<file path="config.mk">
export PLATFORM = sky130hd
export DESIGN_NAME = bra_ctrl
export DESIGN_NICKNAME = d
export VERILOG_FILES = /design/src/rtl/core/bra_pkg.sv /design/src/rtl/core/bra_ctrl.sv
export SDC_FILE = /design/constraint.sdc
export NUM_CORES = 1
export LEC_CHECK = 0
export ABC_AREA = 1
export BUFFER_PORTS_ARGS = -buffer_cell sky130_fd_sc_hd__buf_2
export CAP_MARGIN = 10
export CORE_AREA = 2 2 39 41
export DETAILED_ROUTE_END_ITERATION = 7
export DIE_AREA = 0 0 41 43
export HOLD_SLACK_MARGIN = 0.15
export PLACE_DENSITY = 0.76
export SETUP_SLACK_MARGIN = 0.4
export SLEW_MARGIN = 15
export SYNTH_ARGS = -nofsm -noshare
export SYNTH_HDL_FRONTEND = slang
export SYNTH_SLANG_ARGS = --single-unit
</file>
<file path="constraint.sdc">
create_clock -name clk -period 3 [get_ports clk]
set_input_delay 0.75 -clock clk [delete_from_list [all_inputs] [get_ports clk]]
set_output_delay 0.75 -clock clk [all_outputs]
set_load 0.01 [all_outputs]
</file>
<file path="src/rtl/core/bra_pkg.sv">
`default_nettype none
// ----------------------------------------------------------------------------
// bra_pkg: shared types and constants for the bump allocator
// Operation and status codes, FSM states, controller/datapath links.
// ----------------------------------------------------------------------------
package bra_pkg;

    localparam int unsigned TABLE_ENTRIES_DEF = 1024;
    localparam int unsigned HEADER_BYTES_DEF  = 8;
    localparam int unsigned ALIGN_BITS        = 12;    // 0x1000 alignment
    localparam int unsigned ENTRY_W           = 65;    // {free, length, base}

    typedef enum logic [1:0] {
        OP_ALLOC = 2'd0,
        OP_FREE  = 2'd1,
        OP_ALIGN = 2'd2,
        OP_INIT  = 2'd3
    } op_t;

    typedef enum logic [1:0] {
        ST_OK        = 2'd0,
        ST_OOM       = 2'd1,
        ST_NOT_FOUND = 2'd2
    } status_t;

    typedef enum logic [1:0] {
        SCAN_EXACT  = 2'd0,
        SCAN_SHRINK = 2'd1,
        SCAN_FREE   = 2'd2
    } scan_mode_t;

    typedef enum logic [1:0] {
        RES_NONE      = 2'd0,
        RES_HALTED    = 2'd1,
        RES_NOT_FOUND = 2'd2
    } res_kind_t;

    typedef enum logic [2:0] {
        FSM_IDLE        = 3'd0,
        FSM_DISPATCH    = 3'd1,
        FSM_AFTER_EXACT = 3'd2,
        FSM_TAKE_HDR    = 3'd3,
        FSM_TAKE_SIZE   = 3'd4,
        FSM_SCAN        = 3'd5,
        FSM_RESP        = 3'd6
    } fsm_state_t;

    typedef struct packed {
        logic       take_in;
        logic       init_op;
        logic       align_op;
        logic       scan_start;
        scan_mode_t scan_mode;
        logic       scan_run;
        logic       hit_write;
        logic       take_hdr;
        logic       take_size;
        res_kind_t  res_kind;
        logic       out_load;
    } bra_cmd_t;

    typedef struct packed {
        logic       halted;
        op_t        op;
        logic       fsc_zero;
        logic       fsc_lt_n;
        logic       ready;
        logic       used_zero;
        logic       used_full;
        logic       hdr_fail;
        logic       scan_hit;
        logic       scan_miss;
        scan_mode_t mode;
        logic       out_busy;
    } bra_stat_t;

endpackage
`default_nettype wire

</file>
<file path="src/rtl/core/bra_ctrl.sv">
`default_nettype none
// ----------------------------------------------------------------------------
// bra_ctrl: request sequencer
// Walks one request through dispatch, table scans, bump steps and reply.
// ----------------------------------------------------------------------------
module bra_ctrl (
    input  wire logic              clk,
    input  wire logic              rst_n,
    input  wire logic              in_valid,
    output logic                   in_ready,
    input  wire bra_pkg::bra_stat_t stat,
    output bra_pkg::bra_cmd_t      cmd
);

    bra_pkg::fsm_state_t state_reg, state_next;

    always_ff @(posedge clk or negedge rst_n)
    begin
        if (!rst_n)
        begin
            state_reg <= bra_pkg::FSM_IDLE;
        end
        else
        begin
            state_reg <= state_next;
        end
    end

    always_comb
    begin
        state_next = state_reg;
        cmd        = '0;
        in_ready   = 1'b0;
        case (state_reg)
            bra_pkg::FSM_IDLE:
            begin
                in_ready = 1'b1;
                if (in_valid)
                begin
                    cmd.take_in = 1'b1;
                    state_next  = bra_pkg::FSM_DISPATCH;
                end
            end
            bra_pkg::FSM_DISPATCH:
            begin
                if (stat.halted)
                begin
                    cmd.res_kind = bra_pkg::RES_HALTED;
                    state_next   = bra_pkg::FSM_RESP;
                end
                else
                begin
                    case (stat.op)
                        bra_pkg::OP_INIT:
                        begin
                            cmd.init_op = 1'b1;
                            state_next  = bra_pkg::FSM_RESP;
                        end
                        bra_pkg::OP_ALIGN:
                        begin
                            cmd.align_op = 1'b1;
                            state_next   = bra_pkg::FSM_TAKE_SIZE;
                        end
                        bra_pkg::OP_FREE:
                        begin
                            if (stat.used_zero)
                            begin
                                cmd.res_kind = bra_pkg::RES_NOT_FOUND;
                                state_next   = bra_pkg::FSM_RESP;
                            end
                            else
                            begin
                                cmd.scan_start = 1'b1;
                                cmd.scan_mode  = bra_pkg::SCAN_FREE;
                                state_next     = bra_pkg::FSM_SCAN;
                            end
                        end
                        default:
                        begin
                            if (stat.fsc_zero || !stat.ready)
                            begin
                                state_next = bra_pkg::FSM_TAKE_SIZE;
                            end
                            else if (stat.fsc_lt_n && !stat.used_zero)
                            begin
                                cmd.scan_start = 1'b1;
                                cmd.scan_mode  = bra_pkg::SCAN_EXACT;
                                state_next     = bra_pkg::FSM_SCAN;
                            end
                            else
                            begin
                                state_next = bra_pkg::FSM_AFTER_EXACT;
                            end
                        end
                    endcase
                end
            end
            bra_pkg::FSM_AFTER_EXACT:
            begin
                if (stat.used_full)
                begin
                    cmd.scan_start = 1'b1;
                    cmd.scan_mode  = bra_pkg::SCAN_SHRINK;
                    state_next     = bra_pkg::FSM_SCAN;
                end
                else
                begin
                    state_next = bra_pkg::FSM_TAKE_HDR;
                end
            end
            bra_pkg::FSM_TAKE_HDR:
            begin
                cmd.take_hdr = 1'b1;
                state_next   = stat.hdr_fail ? bra_pkg::FSM_RESP : bra_pkg::FSM_TAKE_SIZE;
            end
            bra_pkg::FSM_TAKE_SIZE:
            begin
                cmd.take_size = 1'b1;
                state_next    = bra_pkg::FSM_RESP;
            end
            bra_pkg::FSM_SCAN:
            begin
                cmd.scan_run = 1'b1;
                if (stat.scan_hit)
                begin
                    cmd.hit_write = 1'b1;
                    state_next    = bra_pkg::FSM_RESP;
                end
                else if (stat.scan_miss)
                begin
                    case (stat.mode)
                        bra_pkg::SCAN_EXACT:  state_next = bra_pkg::FSM_AFTER_EXACT;
                        bra_pkg::SCAN_SHRINK: state_next = bra_pkg::FSM_TAKE_SIZE;
                        default:
                        begin
                            cmd.res_kind = bra_pkg::RES_NOT_FOUND;
                            state_next   = bra_pkg::FSM_RESP;
                        end
                    endcase
                end
            end
            bra_pkg::FSM_RESP:
            begin
                if (!stat.out_busy)
                begin
                    cmd.out_load = 1'b1;
                    state_next   = bra_pkg::FSM_IDLE;
                end
            end
            default:
            begin
                state_next = bra_pkg::FSM_IDLE;
            end
        endcase
    end

    // a scan step never hits and misses at once
    a_hit_miss_excl: assert property (@(posedge clk) disable iff (!rst_n)
        !(stat.scan_hit && stat.scan_miss))
        else $error("scan hit and miss together");

    // the reply stage always follows a bump of the block itself
    a_size_to_resp: assert property (@(posedge clk) disable iff (!rst_n)
        state_reg == bra_pkg::FSM_TAKE_SIZE |=> state_reg == bra_pkg::FSM_RESP)
        else $error("bump step not followed by reply");

    a_idle_after_load: assert property (@(posedge clk) disable iff (!rst_n)
        cmd.out_load |=> state_reg == bra_pkg::FSM_IDLE)
        else $error("reply load without return to idle");

endmodule
`default_nettype wire

</file>
==> results of run 1 <==
[layer usage]
layer / GRT usage / wire, microns / share of wire / up-vias
met5: 0 / 0 / 0 / -
met4: 0.06000 / 15 / 0.013 / 0
met3: 0.02094 / 94 / 0.082 / 2
met2: 0.2344 / 575 / 0.50 / 22
met1: 0.1753 / 464 / 0.40 / 261
li1: - / - / - / 329
[critical path, cell delays in order, from the launching register on]
cell and delay [ps]:
dfrtp_1 470, inv_4 110, nand2_4 70, nor2_4 110, inv_2 60, nor2_4 100
inv_1 80, o21ai_1 110, buf_2 130
[cells in the mapped netlist]
cell      number
o21ai_0        2
nand2_1       22
nand3_1       12
and3_1         1
inv_1         15
buf_4          1
o21ai_1        1
nand2_4        1
dfrtp_1        3
nor2_4         3
nand4_1        2
nor3_1         3
inv_2          2
inv_4          1
nor2_1        11
nand2_2        1
and2_1         1
nor3_2         1
nand3b_1       1
[cell type report]
cell class	count	share of cell area
multi-input combinational	62	0.4740
timing repair buffer	30	0.2312
sequential	3	0.1156
inverter	18	0.1079
clock buffer	4	0.04046
tap	16	0.03083
[worst paths after layout]
kind                       cells past startpoint  slack [ps]      endpoint
setup / recovery                               8         770        cmd[2]
hold / removal                                 1         290  state_reg[1]
setup reg to reg                               9        1750  state_reg[0]
hold reg to reg                                5         750  state_reg[1]
max in group asynchronous                      1        2600  state_reg[2]
min in group clk                               5         750  state_reg[1]
[placed cells by master, fill, tap and decap left out]
cell,n
o21ai_1,1
inv_1,15
nand2_4,1
nor3_2,1
nor2_1,11
buf_2,30
clkbuf_1,1
inv_4,1
nor3_1,3
and3_1,1
clkbuf_4,3
and2_1,1
o21ai_0,2
nand3_1,12
nand2_2,1
dfrtp_1,3
nand4_1,2
nand3b_1,1
inv_2,2
nor2_4,3
nand2_1,22
[power by group through the flow]
stage	clock, W	combinational, W	sequential, W
2_1_floorplan	0	0.000236	0.0000833
3_3_place_gp	0	0.000294	0.000101
3_5_place_dp	0	0.000295	0.000101
4_1_cts	0.0000748	0.000297	0.000101
5_1_grt	0.0000813	0.000338	0.000106
6_report	0.0000746	0.000293	0.000100
[per-stage QoR]
stage	hold WS [ps]	setup WS (ps)	cell area (sq um)	utilization	total power [W]
4_1_cts	295.3	760.5	649.4	0.4693	0.0004724
3_5_place_dp	545.8	817.5	623.1	0.4503	0.0003964
6_report	293.7	773.6	649.4	0.4693	0.0004681
5_1_grt	281.7	666.3	649.4	0.4693	0.0005248
2_1_floorplan	454.4	1100	460.4	-	0.0003191
3_3_place_gp	543.1	842.5	623.1	0.4503	0.0003948
[cells by family after synthesis]
| logic type | Yosys count |
|---|---|
| compound gates | 3 |
| buf+inv | 19 |
| flops | 3 |
| simple gates | 59 |
==> impl_metrics.py, run 1 <==
metrics = {
    "final_layout": {
        "fill_cells": 153,
        "regArea_sq_um": 75.07,
        "antennaDiodeCount": 0,
        "layout.cells.non_filler": 133,
        "multiInputGateArea_sq_um": 307.8,
        "finalNetCount": 135,
        "drive_gt1_frac": 0.3590,
        "area_delta_synth_final_pct": 41.03,
        "largest_register_ffs": 3,
    },
    "route": {
        "dr.pass1.iters": 4,
        "routed_via_density": 4.617,
        "wire_per_inst_microns": 8.647,
        "wl_microns": 1150,
        "drt_iter0_markers": 5,
        "drc_errors": 0,
        "ant_nets": 0,
        "vias": 614,
    },
    "sta": {
        "period_needed_ps": 2226,
        "timing.setup.tns_ps": 0,
        "drv_slew": 0,
        "relSlewSlack": 0.8100,
        "max_freq_ghz": 0.4491,
        "hold_viol": 0,
        "fin_worst_skew_ps": 6.302,
        "rsz0062_at_grt": "no",
        "worst_pin_slew_ps": 284.9,
        "period_share": 0.7421,
        "setup_violations": 0,
    },
    "grt": {
        "first_global_vias": 508,
        "antenna_found_initial": 0,
        "grt_pass1_wl_microns": 1794,
        "grt_max_degree": 9,
        "grt_usage": 0.1430,
        "grt_overflow_total": 0,
    },
    "yosys": {
        "synth_xor_area_frac": 0,
        "synthMuxAreaShare": 0,
        "synth_compound_area_frac": 0.03261,
        "synth_fa_ha_area_frac": 0,
        "yosysWarnings": 0,
        "synth_nets": 101,
        "synth-seq-cells": 3,
        "yosysTopAreaCell": "nand2_1",
        "yosys.area_share.simple": 0.6359,
        "yosysSeqAreaShare": 0.1630,
        "synth_top_area_frac": 0.1793,
        "yosysUniqueCellTypes": 19,
        "synth_top_family_by_area": "simple AND/OR/NAND/NOR gates",
        "syn_avg_cell_area_sq_um": 5.481,
        "syn_inst": 84,
        "synthTopCellsByArea": "nand2_1 (18%), dfrtp_1 (16%), nand3_1 (13%), inv_1 (12%), nor2_1 (9.0%)",
        "netlist_area_sq_um": 460.4,
    },
    "power": {
        "power.density_mw_per_mm2": 720.9,
        "p_leak_nw": 0.4436,
        "intPower_w": 0.0002227,
        "p_sw_w": 0.0002454,
        "p_seq_frac": 0.214,
        "clock_power_share": 0.159,
        "combPwrFrac": 0.626,
        "switching_share": 0.5243,
        "ir_worst_vdd_uv": 285.5,
    },
    "setup_path": {
        "startpoint": "state_reg[1]",
        "arrival_ps": 1480,
        "crit_required_ps": 2250,
        "cp-start-kind": "register",
        "worstSetupPathType": "reg -> out",
        "cp-end-kind": "output pin",
        "crit_fanout": 8,
        "r2r_start": "state_reg[1]",
    },
    "clocking": {
        "ctsRootBufferMaster": "clkbuf_4",
        "cts_buffers": 3,
        "clk_path_buf_depth": 2,
        "cts_hold_buf": 0,
        "htreeDepth": 1,
        "cts_tree": "done",
        "cts_resized": 0,
        "path_clk_slew_ps": 40,
        "cts.sinks": 3,
        "cts_setup_buffers": 0,
        "clock_latency_ps": 240,
    },
    "run_status": {
        "status": "completed",
    },
    "floorplan": {
        "pin_count": 31,
        "row_count": 14,
        "die_w_microns": 41,
        "dieArea_sq_mm": 0.001763,
        "initial_core_util": 0.3327,
        "die_h_microns": 43,
        "core_sq_mm": 0.001384,
    },
    "place": {
        "dp_cells": 129,
        "hpwl_microns": 995.8,
        "port_buffers": 30,
        "routabilityCongestion": 0.7366,
    },
    "flow_run": {
        "drv_cap": 0,
    },
    "hold_path": {
        "worst_hold_path_type": "in -> async",
    },
}
Power figures use the tool's default switching activity.
==> inputs of run 2 (changes only) <==
PLACE_DENSITY = 0.79   (was 0.76)
clock period = 2 ns   (was 3 ns; I/O delays follow)
==> impl_metrics.py, run 2 (synthesized netlist as in run 1, its figures left out) <==
metrics = {
    "grt": {
        "antenna_found_initial": 0,
        "grt_overflow_total": 0,
        "first_global_vias": 586,
        "grt_max_degree": 8,
        "grt_pass1_wl_microns": 2118,
        "grt_usage": 0.1672,
    },
    "route": {
        "vias": 679,
        "ant_nets": 0,
        "routed_via_density": 4.619,
        "wire_per_inst_microns": 9.898,
        "wl_microns": 1455,
        "drc_errors": 0,
        "drt_iter0_markers": 13,
        "dr.pass1.iters": 4,
    },
    "sta": {
        "period_share": 0.9387,
        "period_needed_ps": 1877,
        "rsz0062_at_grt": "yes",
        "hold_viol": 0,
        "setup_violations": 0,
        "timing.setup.tns_ps": 0,
        "relSlewSlack": 0.8663,
        "max_freq_ghz": 0.5327,
        "drv_slew": 0,
        "fin_worst_skew_ps": 1.281,
        "worst_pin_slew_ps": 199.9,
    },
    "setup_path": {
        "arrival_ps": 1380,
        "crit_fanout": 3,
        "cp-start-kind": "register",
        "rrSetupSlack_ps": 590,
        "cp-end-kind": "output pin",
        "r2r_start": "state_reg[1]",
        "crit_required_ps": 1500,
        "setup.worst_path.end": "cmd[10]",
        "rr_worst_depth": 9,
        "startpoint": "state_reg[1]",
        "rr_endpoint": "state_reg[0]",
        "worstSetupPathType": "reg -> out",
    },
    "floorplan": {
        "die_w_microns": 41,
        "die_h_microns": 43,
        "pin_count": 31,
        "dieArea_sq_mm": 0.001763,
        "initial_core_util": 0.3327,
        "core_sq_mm": 0.001384,
        "row_count": 14,
    },
    "clocking": {
        "htreeDepth": 1,
        "cts_buffers": 3,
        "cts_tree": "done",
        "clk_path_buf_depth": 2,
        "path_clk_slew_ps": 40,
        "clock_latency_ps": 240,
        "ctsRootBufferMaster": "clkbuf_4",
        "cts.sinks": 3,
    },
    "power": {
        "p_leak_nw": 0.5225,
        "power.density_mw_per_mm2": 1203,
        "intPower_w": 0.0005314,
        "clock_power_share": 0.110,
        "combPwrFrac": 0.746,
        "p_seq_frac": 0.144,
        "p_sw_w": 0.0004616,
        "ir_worst_vdd_uv": 519.4,
        "switching_share": 0.4649,
    },
    "final_layout": {
        "utilization": 0.5967,
        "mostFrequentLayoutCells": "buf_2 (29), nand2_1 (22), inv_1 (13)",
        "area_delta_synth_final_pct": 79.35,
        "drive_gt1_frac": 0.5191,
        "finalNetCount": 149,
        "layout_commonest_cell": "buf_2",
        "largest_register_ffs": 3,
        "antennaDiodeCount": 0,
    },
    "place": {
        "port_buffers": 30,
        "hpwl_microns": 981.1,
        "routabilityCongestion": 0.7309,
    },
    "flow_run": {
        "drv_cap": 0,
    },
    "hold_path": {
        "worst_hold_path_type": "in -> reg",
    },
    "run_status": {
        "status": "completed",
    },
}
## run 2: cell types whose count changed in the layout (fill, tap and decap cells not counted), sizes merged
cell / before / now
buf: 30 / 43
dlygate4sd3: 0 / 1
## run 2: area by class of cell
cell class | instances | area, sq um
tap | 16 | 20.02
sequential | 3 | 78.83
timing repair buffer | 44 | 284.0
inverter | 18 | 70.07
clock buffer | 4 | 26.28
multi-input combinational | 62 | 346.6
fill | 123 | 558.0
## run 2: how the worst min path moves through the flow
stage | from | end | slack (ps) | cells after the start
after CTS | stat[3] | state_reg[0] | 570 | 4
after floorplan | rst_n | state_reg[0] | 200 | 0
after detailed placement | rst_n | state_reg[0] | 300 | 1
after global placement | rst_n | state_reg[0] | 290 | 1
final | stat[3] | state_reg[0] | 570 | 4
after global routing | stat[3] | state_reg[0] | 580 | 4
## run 2: metrics by stage
step | area [sq um] | hold WS (ps) | setup slack, ps | std cells | total power [W]
6_report | 825.8 | 566.1 | 122.6 | 147 | 0.0009930
3_5_place_dp | 626.9 | 295.5 | 261.3 | 129 | 0.0005991
2_1_floorplan | 464.2 | 204.4 | 416.0 | 84 | 0.0004800
4_1_cts | 784.5 | 568.1 | 147.6 | 143 | 0.0009095
3_3_place_gp | 626.9 | 293.1 | 277.0 | 129 | 0.0005939
5_1_grt | 825.8 | 576.3 | 47.78 | 147 | 0.001070
## run 2: routing by layer
metal  share of wire  GRT usage  vias up
met2            0.54     0.3031       25
li1                -          -      353
met3           0.063    0.02618        2
met5               0          0        -
met4          0.0096    0.04000        0
met1            0.38     0.1883      299
## run 2: power by group through the flow
stage	Clock (W)	Combinational [W]	Sequential (W)
floorplan	0	0.000355	0.000125
global placement	0	0.000443	0.000151
detailed placement	0	0.000448	0.000151
CTS	0.000108	0.000659	0.000142
global route	0.000115	0.000809	0.000147
finish	0.000109	0.000741	0.000143
## run 2: timing repair
action                     in CTS  in global routing
setup buffers                   9                  4
resized for setup              13                  3
hold buffers                    1                  0
setup endpoints to repair      13                 14
pin swaps                       5                  2
hold endpoints to repair        3                  0
## run 2: critical path, cell delays in order (launching register included)
cell     delay (ps)
dfrtp_2         420
inv_4            70
nand2_4          60
nor2_4          120
inv_2            60
nor2_4          110
inv_2            70
nor3_2          100
buf_2           150
==> inputs of run 3 (changes only) <==
MAX_ROUTING_LAYER = met4   (was unset)
==> impl_metrics.py, run 3 (synthesized netlist as in run 1, its figures left out) <==
metrics = {
    "run_status": {
        "status": "completed",
    },
    "setup_path": {
        "critPathMaxStageDelay_ps": 420,
        "cp-start-kind": "register",
        "path_cells": "inv_4, nand2_4, nor2_4, inv_2, nor2_4, inv_2, nor3_2, buf_2",
        "worstSetupPathType": "reg -> out",
        "arrival_ps": 1380,
        "cp-end-kind": "output pin",
        "crit_required_ps": 1500,
        "crit_slowest_cell": "dfrtp_2",
        "worst-path-buf-inv": 4,
        "crit_fanout": 3,
        "path_delay_family": "flip-flops",
    },
    "sta": {
        "relSlewSlack": 0.8663,
        "fin_worst_skew_ps": 1.314,
        "period_share": 0.9389,
        "period_needed_ps": 1878,
        "drv_slew": 0,
        "rsz0062_at_grt": "yes",
        "setup_violations": 0,
        "hold_viol": 0,
        "worst_pin_slew_ps": 199.9,
        "timing.hold.ws_ps": 566.2,
        "max_freq_ghz": 0.5325,
        "timing.setup.tns_ps": 0,
    },
    "power": {
        "p_leak_nw": 0.5225,
        "power.density_mw_per_mm2": 1202,
        "ir_worst_vdd_uv": 518.9,
    },
    "route": {
        "drt_iter0_markers": 14,
        "routed_via_density": 4.605,
        "vias": 677,
        "ant_nets": 0,
        "wl_microns": 1455,
        "wire_per_inst_microns": 9.898,
        "dr.pass1.iters": 4,
        "drc_errors": 0,
    },
    "flow_run": {
        "drv_cap": 0,
    },
    "grt": {
        "first_global_vias": 586,
        "grt_pass1_wl_microns": 2118,
        "antenna_found_initial": 0,
        "grt_max_degree": 8,
        "grt_usage": 0.1713,
        "grt_overflow_total": 0,
    },
    "final_layout": {
        "antennaDiodeCount": 0,
        "drive_gt1_frac": 0.5191,
        "area_delta_synth_final_pct": 79.35,
        "mostFrequentLayoutCells": "buf_2 (29), nand2_1 (22), inv_1 (13)",
        "finalNetCount": 149,
        "layout_commonest_cell": "buf_2",
        "largest_register_ffs": 3,
        "fill_cells": 123,
    },
    "hold_path": {
        "worst_hold_path_type": "in -> reg",
    },
    "floorplan": {
        "initial_core_util": 0.3327,
        "core_sq_mm": 0.001384,
        "die_w_microns": 41,
        "pin_count": 31,
        "row_count": 14,
        "dieArea_sq_mm": 0.001763,
        "die_h_microns": 43,
    },
    "clocking": {
        "clk_path_buf_depth": 2,
        "cts.sinks": 3,
        "htreeDepth": 1,
        "ctsRootBufferMaster": "clkbuf_4",
        "cts_buffers": 3,
        "clock_latency_ps": 240,
        "cts_tree": "done",
        "path_clk_slew_ps": 40,
    },
    "place": {
        "routabilityCongestion": 0.7397,
        "port_buffers": 30,
        "hpwl_microns": 981.1,
    },
}
-- run 3: cell counts in the layout (fill, tap and decap cells not counted) --
Identical to the previous run, type by type.
-- run 3: report_power, final --
part	switching, W	leakage (nW)	internal (W)
Combinational	0.000382	0.474	0.000359
Clock	0.0000342	0.0150	0.0000749
Sequential	0.0000456	0.0339	0.0000973
-- run 3: area by class of cell --
| class | count | area [sq um] | share of cell area |
|---|---|---|---|
| inverter | 18 | 70.07 | 0.08485 |
| sequential | 3 | 78.83 | 0.09545 |
| clock buffer | 4 | 26.28 | 0.03182 |
| multi-input combinational | 62 | 346.6 | 0.4197 |
| timing repair buffer | 44 | 284.0 | 0.3439 |
| tap | 16 | 20.02 | 0.02424 |
-- run 3: final timing paths --
path,startpoint,end,slack (ps),cells after the start
worst min register to register,state_reg[2],state_reg[0],770,5
worst max-delay path,state_reg[1],cmd[10],120,8
min in group asynchronous,rst_n,state_reg[0],590,2
max in group asynchronous,rst_n,state_reg[2],1290,2
worst min-delay path,stat[3],state_reg[0],570,4
worst max register to register,state_reg[1],state_reg[0],590,9
-- run 3: per-stage QoR --
| step | utilization | cell area [sq um] | instances | total power [W] | worst slack, ps |
|---|---|---|---|---|---|
| floorplan | - | 464.2 | 84 | 0.0004800 | 416.0 |
| global placement | 0.4530 | 626.9 | 129 | 0.0005939 | 277.0 |
| detailed placement | 0.4530 | 626.9 | 129 | 0.0005991 | 261.3 |
| CTS | 0.5669 | 784.5 | 143 | 0.0009095 | 147.6 |
| global route | 0.5967 | 825.8 | 147 | 0.001069 | 47.78 |
| finish | 0.5967 | 825.8 | 147 | 0.0009927 | 122.2 |
-- run 3: worst min-delay path, stage by stage --
cell and delay, ps:
buf_2 90, nor2_1 40, nand2_2 80, nand2_1 50
-- run 3: per-layer routing --
layer	global-route usage	vias up	routed length (microns)
li1	-	353	-
met1	0.1948	297	569
met2	0.3031	25	790
met3	0.01571	2	79
met4	0.04000	0	14
met5	-	-	0
-- run 3: timing repair --
item                                    in CTS  in global routing
pin swaps                                    5                  2
endpoints found under the hold margin        3                  0
hold buffers                                 1                  0
resized for setup                           13                  3
endpoints found under the setup margin      13                 14
buffers inserted                             9                  4
